File: src/hdl/cbc_pkg.sv
// shared types and constants for the cartridge bank controller
// used by cbc_cfg_regs, cbc_mapper and cartridge_bank_controller; no dependencies
package cbc_pkg;

  localparam int ADDR_W      = 16;
  localparam int DATA_W      = 8;
  localparam int ROM_BANK_W  = 8;
  localparam int RAM_BANK_W  = 2;
  localparam int ROM_CNT_W   = 9;
  localparam int RAM_CNT_W   = 3;
  localparam int OFFSET_W    = 13;
  localparam int CLK_IDX_W   = 3;
  localparam int CFG_IDX_W   = 3;
  localparam int CFG_DATA_W  = 9;
  localparam int IN_TDATA_W  = 24;
  localparam int OUT_TDATA_W = 40;

  typedef enum logic [CFG_IDX_W-1:0] {
    CFG_CTRL_TYPE = 3'd0,
    CFG_ROM_COUNT = 3'd1,
    CFG_RAM_COUNT = 3'd2,
    CFG_RAM_SIZE  = 3'd3
  } cfg_index_t;

  typedef enum logic [1:0] {
    CTRL_NONE = 2'd0,
    CTRL_MBC1 = 2'd1,
    CTRL_MBC2 = 2'd2,
    CTRL_MBC3 = 2'd3
  } ctrl_type_t;

  typedef enum logic [1:0] {
    MODE_ROM   = 2'd0,
    MODE_RAM   = 2'd1,
    MODE_CLOCK = 2'd2
  } bank_mode_t;

  localparam logic [1:0] RAM_SIZE_2KB = 2'd1;

  typedef struct packed {
    ctrl_type_t           ctrl_type;
    logic [ROM_CNT_W-1:0] rom_count;
    logic [RAM_CNT_W-1:0] ram_count;
    logic [1:0]           ram_size;
  } cbc_cfg_t;

  typedef struct packed {
    logic [ROM_BANK_W-1:0] rom_bank;
    logic [RAM_BANK_W-1:0] ram_bank;
    logic                  ram_enabled;
    bank_mode_t            mode;
    logic                  ram_write;
    logic [OFFSET_W-1:0]   ram_offset;
    logic [DATA_W-1:0]     write_data;
    logic                  clock_write;
    logic [CLK_IDX_W-1:0]  clock_index;
  } cbc_result_t;

endpackage

File: src/hdl/cbc_cfg_regs.sv
// configuration registers of the cartridge bank controller
// depends on cbc_pkg
module cbc_cfg_regs
  import cbc_pkg::*;
(
  input  logic                  clk,
  input  logic                  rst_n,
  input  logic                  cfg_valid,
  output logic                  cfg_ready,
  input  logic [CFG_IDX_W-1:0]  cfg_index,
  input  logic [CFG_DATA_W-1:0] cfg_data,
  output cbc_cfg_t              cfg
);

  cbc_cfg_t cfg_r;
  cbc_cfg_t cfg_nxt;

  assign cfg_ready = 1'b1;
  assign cfg       = cfg_r;

  always_comb begin
    cfg_nxt = cfg_r;
    if (cfg_valid) begin
      unique case (cfg_index)
        CFG_CTRL_TYPE: cfg_nxt.ctrl_type = ctrl_type_t'(cfg_data[1:0]);
        CFG_ROM_COUNT: cfg_nxt.rom_count = cfg_data[ROM_CNT_W-1:0];
        CFG_RAM_COUNT: cfg_nxt.ram_count = cfg_data[RAM_CNT_W-1:0];
        CFG_RAM_SIZE:  cfg_nxt.ram_size  = cfg_data[1:0];
        default:       cfg_nxt = cfg_r;
      endcase
    end
  end

  always_ff @(posedge clk) begin
    if (!rst_n) begin
      cfg_r <= '{ctrl_type: CTRL_NONE, rom_count: '0, ram_count: '0, ram_size: '0};
    end else begin
      cfg_r <= cfg_nxt;
    end
  end

endmodule

File: src/hdl/cbc_mapper.sv
// bank registers and the per-write update logic of the cartridge bank controller
// depends on cbc_pkg
module cbc_mapper
  import cbc_pkg::*;
(
  input  logic              clk,
  input  logic              rst_n,
  input  logic              commit,
  input  logic [ADDR_W-1:0] address,
  input  logic [DATA_W-1:0] data,
  input  cbc_cfg_t          cfg,
  output cbc_result_t       result
);

  logic [ROM_BANK_W-1:0] rom_bank_r, rom_bank_nxt;
  logic [RAM_BANK_W-1:0] ram_bank_r, ram_bank_nxt;
  logic                  ram_en_r, ram_en_nxt;
  bank_mode_t            mode_r, mode_nxt;
  logic [CLK_IDX_W-1:0]  clk_sel_r, clk_sel_nxt;

  logic                  in_ram;
  logic                  size_ok;
  logic                  enable_code;
  logic                  rom_multi;
  logic [2:0]            region;
  logic [ROM_BANK_W-1:0] rom_req;
  logic                  rom_pick;
  logic [RAM_BANK_W-1:0] ram_req;
  logic                  ram_pick;
  logic [4:0]            low5;
  logic [3:0]            low4;
  logic [6:0]            low7;
  logic                  rw;
  logic                  cw;
  logic [DATA_W-1:0]     wd;

  assign region      = address[15:13];
  assign in_ram      = (region == 3'b101);
  assign enable_code = (data[3:0] == 4'ha);
  assign rom_multi   = (cfg.rom_count > 9'd1);
  assign low5        = (data[4:0] == 5'd0) ? 5'd1 : data[4:0];
  assign low4        = (data[3:0] == 4'd0) ? 4'd1 : data[3:0];
  assign low7        = (data[6:0] == 7'd0) ? 7'd1 : data[6:0];

  // size code 1 is a 2 KB part, codes 2 and 3 open the whole window
  assign size_ok = (cfg.ram_size == RAM_SIZE_2KB) ? (address < 16'ha800) : cfg.ram_size[1];

  always_comb begin
    rom_req      = rom_bank_r;
    rom_pick     = 1'b0;
    ram_req      = ram_bank_r;
    ram_pick     = 1'b0;
    ram_en_nxt   = ram_en_r;
    mode_nxt     = mode_r;
    clk_sel_nxt  = clk_sel_r;
    rw           = 1'b0;
    cw           = 1'b0;
    wd           = '0;
    case (cfg.ctrl_type)
      CTRL_NONE: begin
        if (in_ram && size_ok) begin
          rw = 1'b1;
          wd = data;
        end
      end
      CTRL_MBC1: begin
        case (region)
          3'd0: ram_en_nxt = enable_code;
          3'd1: begin
            if (rom_multi) begin
              rom_req  = {1'b0, rom_bank_r[6:5], low5};
              rom_pick = 1'b1;
            end
          end
          3'd2: begin
            if (mode_r == MODE_ROM && rom_multi) begin
              rom_req  = {1'b0, data[1:0], rom_bank_r[4:0]};
              rom_pick = 1'b1;
            end else if (mode_r == MODE_RAM && cfg.ram_count > 3'd1) begin
              ram_req  = data[1:0];
              ram_pick = 1'b1;
            end
          end
          3'd3: mode_nxt = bank_mode_t'({1'b0, data[0]});
          3'd5: begin
            if (ram_en_r && cfg.ram_count != 3'd0 && size_ok) begin
              rw = 1'b1;
              wd = data;
            end
          end
          default: ;
        endcase
      end
      CTRL_MBC2: begin
        // address bit 8 splits the enable and bank registers
        if (region == 3'd0 && !address[8]) begin
          ram_en_nxt = enable_code;
        end else if (region == 3'd1 && address[8]) begin
          rom_req  = {4'd0, low4};
          rom_pick = 1'b1;
        end else if (address[15:9] == 7'b1010000 && ram_en_r) begin
          rw = 1'b1;
          wd = {4'd0, data[3:0]};
        end
      end
      default: begin
        case (region)
          3'd0: ram_en_nxt = enable_code;
          3'd1: begin
            if (rom_multi) begin
              rom_req  = {1'b0, low7};
              rom_pick = 1'b1;
            end
          end
          3'd2: begin
            if (data < 8'h04) begin
              mode_nxt = MODE_RAM;
              ram_req  = data[1:0];
              ram_pick = 1'b1;
            end else if (data > 8'h07 && data < 8'h0d) begin
              mode_nxt    = MODE_CLOCK;
              clk_sel_nxt = data[2:0];
            end
          end
          3'd5: begin
            if (mode_r == MODE_RAM && ram_en_r) begin
              rw = 1'b1;
              wd = data;
            end else if (mode_r == MODE_CLOCK) begin
              cw = 1'b1;
              wd = data;
            end
          end
          default: ;
        endcase
      end
    endcase
  end

  // bank requests at or above the present count are refused
  assign rom_bank_nxt = (rom_pick && ({1'b0, rom_req} < cfg.rom_count)) ? rom_req : rom_bank_r;
  assign ram_bank_nxt = (ram_pick && ({1'b0, ram_req} < cfg.ram_count)) ? ram_req : ram_bank_r;

  always_comb begin
    result.rom_bank    = rom_bank_nxt;
    result.ram_bank    = ram_bank_nxt;
    result.ram_enabled = ram_en_nxt;
    result.mode        = mode_nxt;
    result.ram_write   = rw;
    result.ram_offset  = rw ? address[OFFSET_W-1:0] : '0;
    result.write_data  = wd;
    result.clock_write = cw;
    result.clock_index = clk_sel_nxt;
  end

  always_ff @(posedge clk) begin
    if (!rst_n) begin
      rom_bank_r <= 8'd1;
      ram_bank_r <= '0;
      ram_en_r   <= 1'b0;
      mode_r     <= MODE_ROM;
      clk_sel_r  <= '0;
    end else if (commit) begin
      rom_bank_r <= rom_bank_nxt;
      ram_bank_r <= ram_bank_nxt;
      ram_en_r   <= ram_en_nxt;
      mode_r     <= mode_nxt;
      clk_sel_r  <= clk_sel_nxt;
    end
  end

endmodule

File: src/hdl/cartridge_bank_controller.sv
// cartridge bank controller top level: input register, mapper, result register
// depends on cbc_pkg, cbc_cfg_regs and cbc_mapper
// path: a write is captured in the input register, then moves into the result register, raising out_tvalid
// throughput: one write per cycle while out_tready is high; out_tready low holds the input and result register pair
// the bank registers update in the cycle the write moves into the result register
// reset (synchronous, rst_n low): rom bank 1, ram bank 0, ram disabled, rom mode, no controller
module cartridge_bank_controller
  import cbc_pkg::*;
(
  input  logic                   clk,
  input  logic                   rst_n,
  input  logic                   cfg_valid,
  output logic                   cfg_ready,
  input  logic [CFG_IDX_W-1:0]   cfg_index,
  input  logic [CFG_DATA_W-1:0]  cfg_data,
  input  logic                   in_tvalid,
  output logic                   in_tready,
  // [15:0] address, [23:16] data
  input  logic [IN_TDATA_W-1:0]  in_tdata,
  output logic                   out_tvalid,
  input  logic                   out_tready,
  // [7:0] rom_bank, [9:8] ram_bank, [10] ram_enabled, [12:11] mode, [13] ram_write,
  // [26:14] ram_offset, [34:27] write_data, [35] clock_write, [38:36] clock_index, [39] zero
  output logic [OUT_TDATA_W-1:0] out_tdata
);

  cbc_cfg_t          cfg;
  cbc_result_t       result;
  cbc_result_t       out_r;
  logic              out_valid_r, out_valid_nxt;
  logic              s1_valid_r, s1_valid_nxt;
  logic [ADDR_W-1:0] s1_addr_r;
  logic [DATA_W-1:0] s1_data_r;
  logic              advance;
  logic              in_xfer;
  logic              commit;

  cbc_cfg_regs u_cfg (
    .clk       (clk),
    .rst_n     (rst_n),
    .cfg_valid (cfg_valid),
    .cfg_ready (cfg_ready),
    .cfg_index (cfg_index),
    .cfg_data  (cfg_data),
    .cfg       (cfg)
  );

  cbc_mapper u_mapper (
    .clk     (clk),
    .rst_n   (rst_n),
    .commit  (commit),
    .address (s1_addr_r),
    .data    (s1_data_r),
    .cfg     (cfg),
    .result  (result)
  );

  assign advance   = !out_valid_r || out_tready;
  assign in_tready = !s1_valid_r || advance;
  assign in_xfer   = in_tvalid && in_tready;
  assign commit    = s1_valid_r && advance;

  assign s1_valid_nxt  = in_xfer ? 1'b1 : (advance ? 1'b0 : s1_valid_r);
  assign out_valid_nxt = advance ? s1_valid_r : out_valid_r;

  always_ff @(posedge clk) begin
    if (!rst_n) begin
      s1_valid_r  <= 1'b0;
      out_valid_r <= 1'b0;
    end else begin
      s1_valid_r  <= s1_valid_nxt;
      out_valid_r <= out_valid_nxt;
    end
  end

  always_ff @(posedge clk) begin
    if (in_xfer) begin
      s1_addr_r <= in_tdata[15:0];
      s1_data_r <= in_tdata[23:16];
    end
    if (commit) begin
      out_r <= result;
    end
  end

  assign out_tvalid = out_valid_r;
  assign out_tdata  = {1'b0, out_r.clock_index, out_r.clock_write, out_r.write_data,
                       out_r.ram_offset, out_r.ram_write, out_r.mode, out_r.ram_enabled,
                       out_r.ram_bank, out_r.rom_bank};

  // a write goes either to ram or to a clock register, never both
  a_one_strobe: assert property (@(posedge clk) disable iff (!rst_n)
    out_valid_r |-> !(out_r.ram_write && out_r.clock_write))
    else $error("ram and clock write strobes both set");

  // clock register writes only happen in clock mode
  a_clock_mode: assert property (@(posedge clk) disable iff (!rst_n)
    (out_valid_r && out_r.clock_write) |-> (out_r.mode == MODE_CLOCK))
    else $error("clock write outside clock mode");

  // with a real controller, ram writes need the enable latch
  a_ram_enabled: assert property (@(posedge clk) disable iff (!rst_n)
    (out_valid_r && out_r.ram_write && cfg.ctrl_type != CTRL_NONE) |-> out_r.ram_enabled)
    else $error("ram write while ram disabled");

  // a stalled result is not overwritten by the next write
  a_hold: assert property (@(posedge clk) disable iff (!rst_n)
    (out_valid_r && !out_tready) |=> (out_valid_r && $stable(out_r)))
    else $error("stalled result changed");

endmodule

File: config.mk
export PLATFORM = sky130hd
export DESIGN_NAME = cartridge_bank_controller
export DESIGN_NICKNAME = d
export VERILOG_FILES = /design/src/hdl/cbc_pkg.sv /design/src/hdl/cbc_cfg_regs.sv /design/src/hdl/cbc_mapper.sv /design/src/hdl/cartridge_bank_controller.sv
export SDC_FILE = /design/constraint.sdc
export NUM_CORES = 1
export LEC_CHECK = 0
export BUFFER_PORTS_ARGS = -buffer_cell sky130_fd_sc_hd__buf_2
export CORE_MARGIN = 2
export CORE_UTILIZATION = 25
export CTS_CLUSTER_SIZE = 14
export DETAILED_ROUTE_END_ITERATION = 6
export HOLD_SLACK_MARGIN = 0.05
export PLACE_DENSITY = 0.52
export RECOVER_POWER = 50
export SETUP_SLACK_MARGIN = 0.4
export SKIP_CTS_REPAIR_TIMING = 1
export SLEW_MARGIN = 5
export SYNTH_ARGS = -nofsm -noshare
export SYNTH_HDL_FRONTEND = slang
export SYNTH_SLANG_ARGS = --single-unit
File: constraint.sdc
create_clock -name clk -period 3.35 [get_ports clk]
set_input_delay 0.67 -clock clk [delete_from_list [all_inputs] [get_ports clk]]
set_output_delay 0.67 -clock clk [all_outputs]
set_load 0.02 [all_outputs]
==> impl_metrics.env <==
export IMPL_routed_via_count=3651
export IMPL_fin_crit_sh=1.01
export IMPL_die_y_um=141
export IMPL_synth_top_cell_by_area="sky130_fd_sc_hd__edfxtp_1"
export IMPL_antenna_violating_nets_post_route=0
export IMPL_cp_end_kind="register"
export IMPL_final_instance_count_excl_fill=773
export IMPL_internal_power_w=0.00206
export IMPL_core_area_um2=18600
export IMPL_first_global_vias=3482
export IMPL_area_of_combinational_cells_with_multiple_inputs_um2=2140
export IMPL_crit_path_start_kind="register"
export IMPL_synth_sequential_area_ratio=0.549
export IMPL_critPathCapture="out_tdata[3]$_DFFE_PP_"
export IMPL_syn_num_nets=477
export IMPL_synth_yosys_warnings=0
export IMPL_htree_num_levels=3
export IMPL_worstSkewPairLatency_ns=0.35
export IMPL_final_common_cell="sky130_fd_sc_hd__edfxtp_1"
export IMPL_seq_area_um2=2580
export IMPL_ctsLongestPathBuffers=2
export IMPL_die_w_um=141
export IMPL_drt_first_pass_iters=5
export IMPL_total_switching_power_w=0.000635
export IMPL_share_of_power_burned_in_combinational_logic=0.085
export IMPL_detail_route_drc_violations=0
export IMPL_clock_sinks=97
export IMPL_period_needed_ns=3.38
export IMPL_drt_iter0_markers=227
export IMPL_gpl_final_weighted_congestion=0.892
export IMPL_grt_overflow_total=0
export IMPL_max_transition_margin=0.211
export IMPL_cp_data_required_time_ns=3.45
export IMPL_power_leakage_nw=2.26
export IMPL_critical_setup_path_kind="register to register"
export IMPL_antenna_violations_before_repair=0
export IMPL_grt_use_total=0.125
export IMPL_grt_setup_unrepaired="yes"
export IMPL_power_density_cell_area_nw_per_um2=443
export IMPL_inserted_clock_buffers=9
export IMPL_fin_nets=588
export IMPL_critical_path_most_common_cell="sky130_fd_sc_hd__mux2_4"
export IMPL_cap_violations=0
export IMPL_netlist_area_leader_share=0.404
export IMPL_cp_cell_sequence="or4_4, o21a_4, mux2_4, o221ai_4, ha_4, a21o_1, o21a_1, o211ai_1, nand3_4, mux2_4"
export IMPL_floorplan_rows=50
export IMPL_cts_root_buf="sky130_fd_sc_hd__clkbuf_16"
export IMPL_wl_um=12700
export IMPL_slew_viol_final=0
export IMPL_top_level_ports=84
export IMPL_p_clk_frac=0.416
export IMPL_power_switching_share=0.235
export IMPL_timing_final_hold_violations=0
export IMPL_placedCellCount=745
export IMPL_synth_lib_cells_used_distinct=65
export IMPL_timing_rr_start="u_cfg.cfg[11]$_SDFFE_PN0P_"
export IMPL_min_path_cells=2
export IMPL_synthCells=423
export IMPL_antenna_diode_count=0
export IMPL_die_area_um2=19900
export IMPL_largest_net_degree_at_the_start_of_global_routing=45
export IMPL_area_delta_synth_final_pct=30.0
export IMPL_synth_area_um2=4690
export IMPL_yosys_top_cells_area="sky130_fd_sc_hd__edfxtp_1 40%, sky130_fd_sc_hd__dfxtp_1 15%, sky130_fd_sc_hd__mux2i_1 3.8%, sky130_fd_sc_hd__nand2_1 3.8%, sky130_fd_sc_hd__ha_1 3.5%"
export IMPL_ir_worst_vdd_mv=0.221
export IMPL_postSynthRegisterBits=97
export IMPL_worstPathArrival_ns=3.47
export IMPL_outcome="finished, violations left"
export IMPL_tritoncts="yes"
export IMPL_final_cell_mix="63 x sky130_fd_sc_hd__edfxtp_1, 45 x sky130_fd_sc_hd__nand2_1, 44 x sky130_fd_sc_hd__buf_2"
export IMPL_synth_async_sr_flop_share=0
export IMPL_min_path_type="register to register"
export IMPL_post_route_cells_drive_above_1_share=0.284
export IMPL_final_core_util=0.328
export IMPL_clkTransAtPathRegs_ns=0.07
export IMPL_synth_enable_flop_cells=63
export IMPL_vias_per_cell=4.72
export IMPL_initial_core_util=0.252
export IMPL_failed_checks="setup timing"
export IMPL_worst_slew_pin_slew_ns=1.18
export IMPL_io_buffers=81
export IMPL_crit_fanout=6
export IMPL_grt_pass1_wl_um=19100
export IMPL_power_frac_seq=0.499
export IMPL_max_clock_freq_mhz=296
export IMPL_setup_slack_ns=-0.0277
export IMPL_critPathMaxStageDelay_ns=0.59
export IMPL_slowest_stage="sky130_fd_sc_hd__or4_4"
export IMPL_dp_hpwl_um=9330
export IMPL_worst_r2r_path_depth=10
export IMPL_synth_ff_type="sky130_fd_sc_hd__edfxtp_1"
export IMPL_finalSetupViolations=5
export IMPL_startpoint="u_cfg.cfg[11]$_SDFFE_PN0P_"
export IMPL_hold_ws_ns=0.481
export IMPL_final_fill_count=1908
export IMPL_fin_worst_skew_ns=0.00828
export IMPL_worstReg2RegEnd="out_tdata[3]$_DFFE_PP_"
export IMPL_rrSetupSlack_ns=-0.03
export IMPL_synthesis_area_per_instance_um2=11.1
export IMPL_wl_per_cell_um=16.5
[logic make-up after synthesis]
family / share of synthesized area
and+or+nand+nor: 0.173
muxes: 0.0649
adders and majority gates: 0.0347
other: 0.00160
AOI/OAI and AO/OA: 0.136
buffers and inverters: 0.0411
DFF: 0.549
[how the worst min path moves through the flow]
stage / slack [ns] / to / from
2_1_floorplan: 0.43 / u_cfg.cfg[5]$_SDFFE_PN0P_ / u_cfg.cfg[5]$_SDFFE_PN0P_
3_3_place_gp: 0.45 / u_mapper.rom_bank_r[7]$_SDFFE_PN0P_ / u_mapper.rom_bank_r[7]$_SDFFE_PN0P_
3_5_place_dp: 0.46 / u_mapper.rom_bank_r[7]$_SDFFE_PN0P_ / u_mapper.rom_bank_r[7]$_SDFFE_PN0P_
4_1_cts: 0.47 / u_mapper.rom_bank_r[7]$_SDFFE_PN0P_ / u_mapper.rom_bank_r[7]$_SDFFE_PN0P_
5_1_grt: 0.47 / s1_addr_r[10]$_DFFE_PP_ / in_tdata[10]
6_report: 0.48 / u_cfg.cfg[11]$_SDFFE_PN0P_ / u_cfg.cfg[11]$_SDFFE_PN0P_
[sequential cells by signal, summed over array words and instances (netlist names)]
name / flops
out_tdata: 39
out_tvalid: 1
s1_addr_r: 16
s1_data_r: 8
s1_valid_r: 1
u_cfg.cfg: 16
u_mapper.clk_sel_r: 3
u_mapper.mode_r: 2
u_mapper.ram_bank_r: 2
u_mapper.ram_en_r: 1
u_mapper.rom_bank_r: 8
[critical path: cells and delay by family (launching register included)]
kind / cells / cell delay, ns
adder cells (fa/ha/maj): 1 / 0.24
AND/OR/NAND/NOR: 2 / 0.78
AO/OA/AOI/OAI: 5 / 1.16
flip-flops: 1 / 0.33
multiplexers: 2 / 0.63
[routing by layer]
layer | global-route usage | part of all wire
met5 | 0 | 0
met4 | 0.0463 | 0.018
met3 | 0.0272 | 0.048
met2 | 0.200 | 0.48
met1 | 0.166 | 0.46
[stage by stage]
stage	TNS [ns]	setup WS (ns)	instance area (µm²)	power [W]
after floorplan	0	0.208	4740	0.00149
after global placement	0	0.0386	5550	0.00159
after detailed placement	0	0.00188	5550	0.00159
after CTS	-0.0878	-0.0417	5870	0.00272
after global routing	-0.918	-0.0879	6090	0.00280
final	-0.0706	-0.0277	6090	0.00270
[power groups by stage]
stage	clock network (W)	registers [W]	logic, W
2_1_floorplan	0	0.00139	0.000107
3_3_place_gp	0	0.00137	0.000214
3_5_place_dp	0	0.00137	0.000216
4_1_cts	0.00116	0.00135	0.000217
5_1_grt	0.00120	0.00135	0.000247
6_report	0.00112	0.00135	0.000228
[cell usage after synthesis, drive strengths merged, types with 4 or more instances]
library cell / number
and3: 6
nor4: 5
a21oi: 27
a31oi: 4
inv: 26
edfxtp: 63
ha: 13
nor2b: 20
o211ai: 5
o21a: 4
clkbuf: 14
nor3: 6
dfxtp: 34
nand4b: 4
or2: 4
buf: 4
nor3b: 4
nand2: 47
mux2i: 18
nor2: 32
mux2: 11
o21ai: 15
nand3: 8
[layout make-up]
| type | instances | area share |
|---|---|---|
| Inverter | 27 | 0.0166 |
| Tap cell | 234 | 0.0480 |
| Clock inverter | 7 | 0.0164 |
| Multi-Input combinational cell | 282 | 0.352 |
| Sequential cell | 97 | 0.423 |
| Clock buffer | 9 | 0.0370 |
| Timing Repair Buffer | 117 | 0.107 |
No activity file was read; power rests on OpenSTA's default activity.
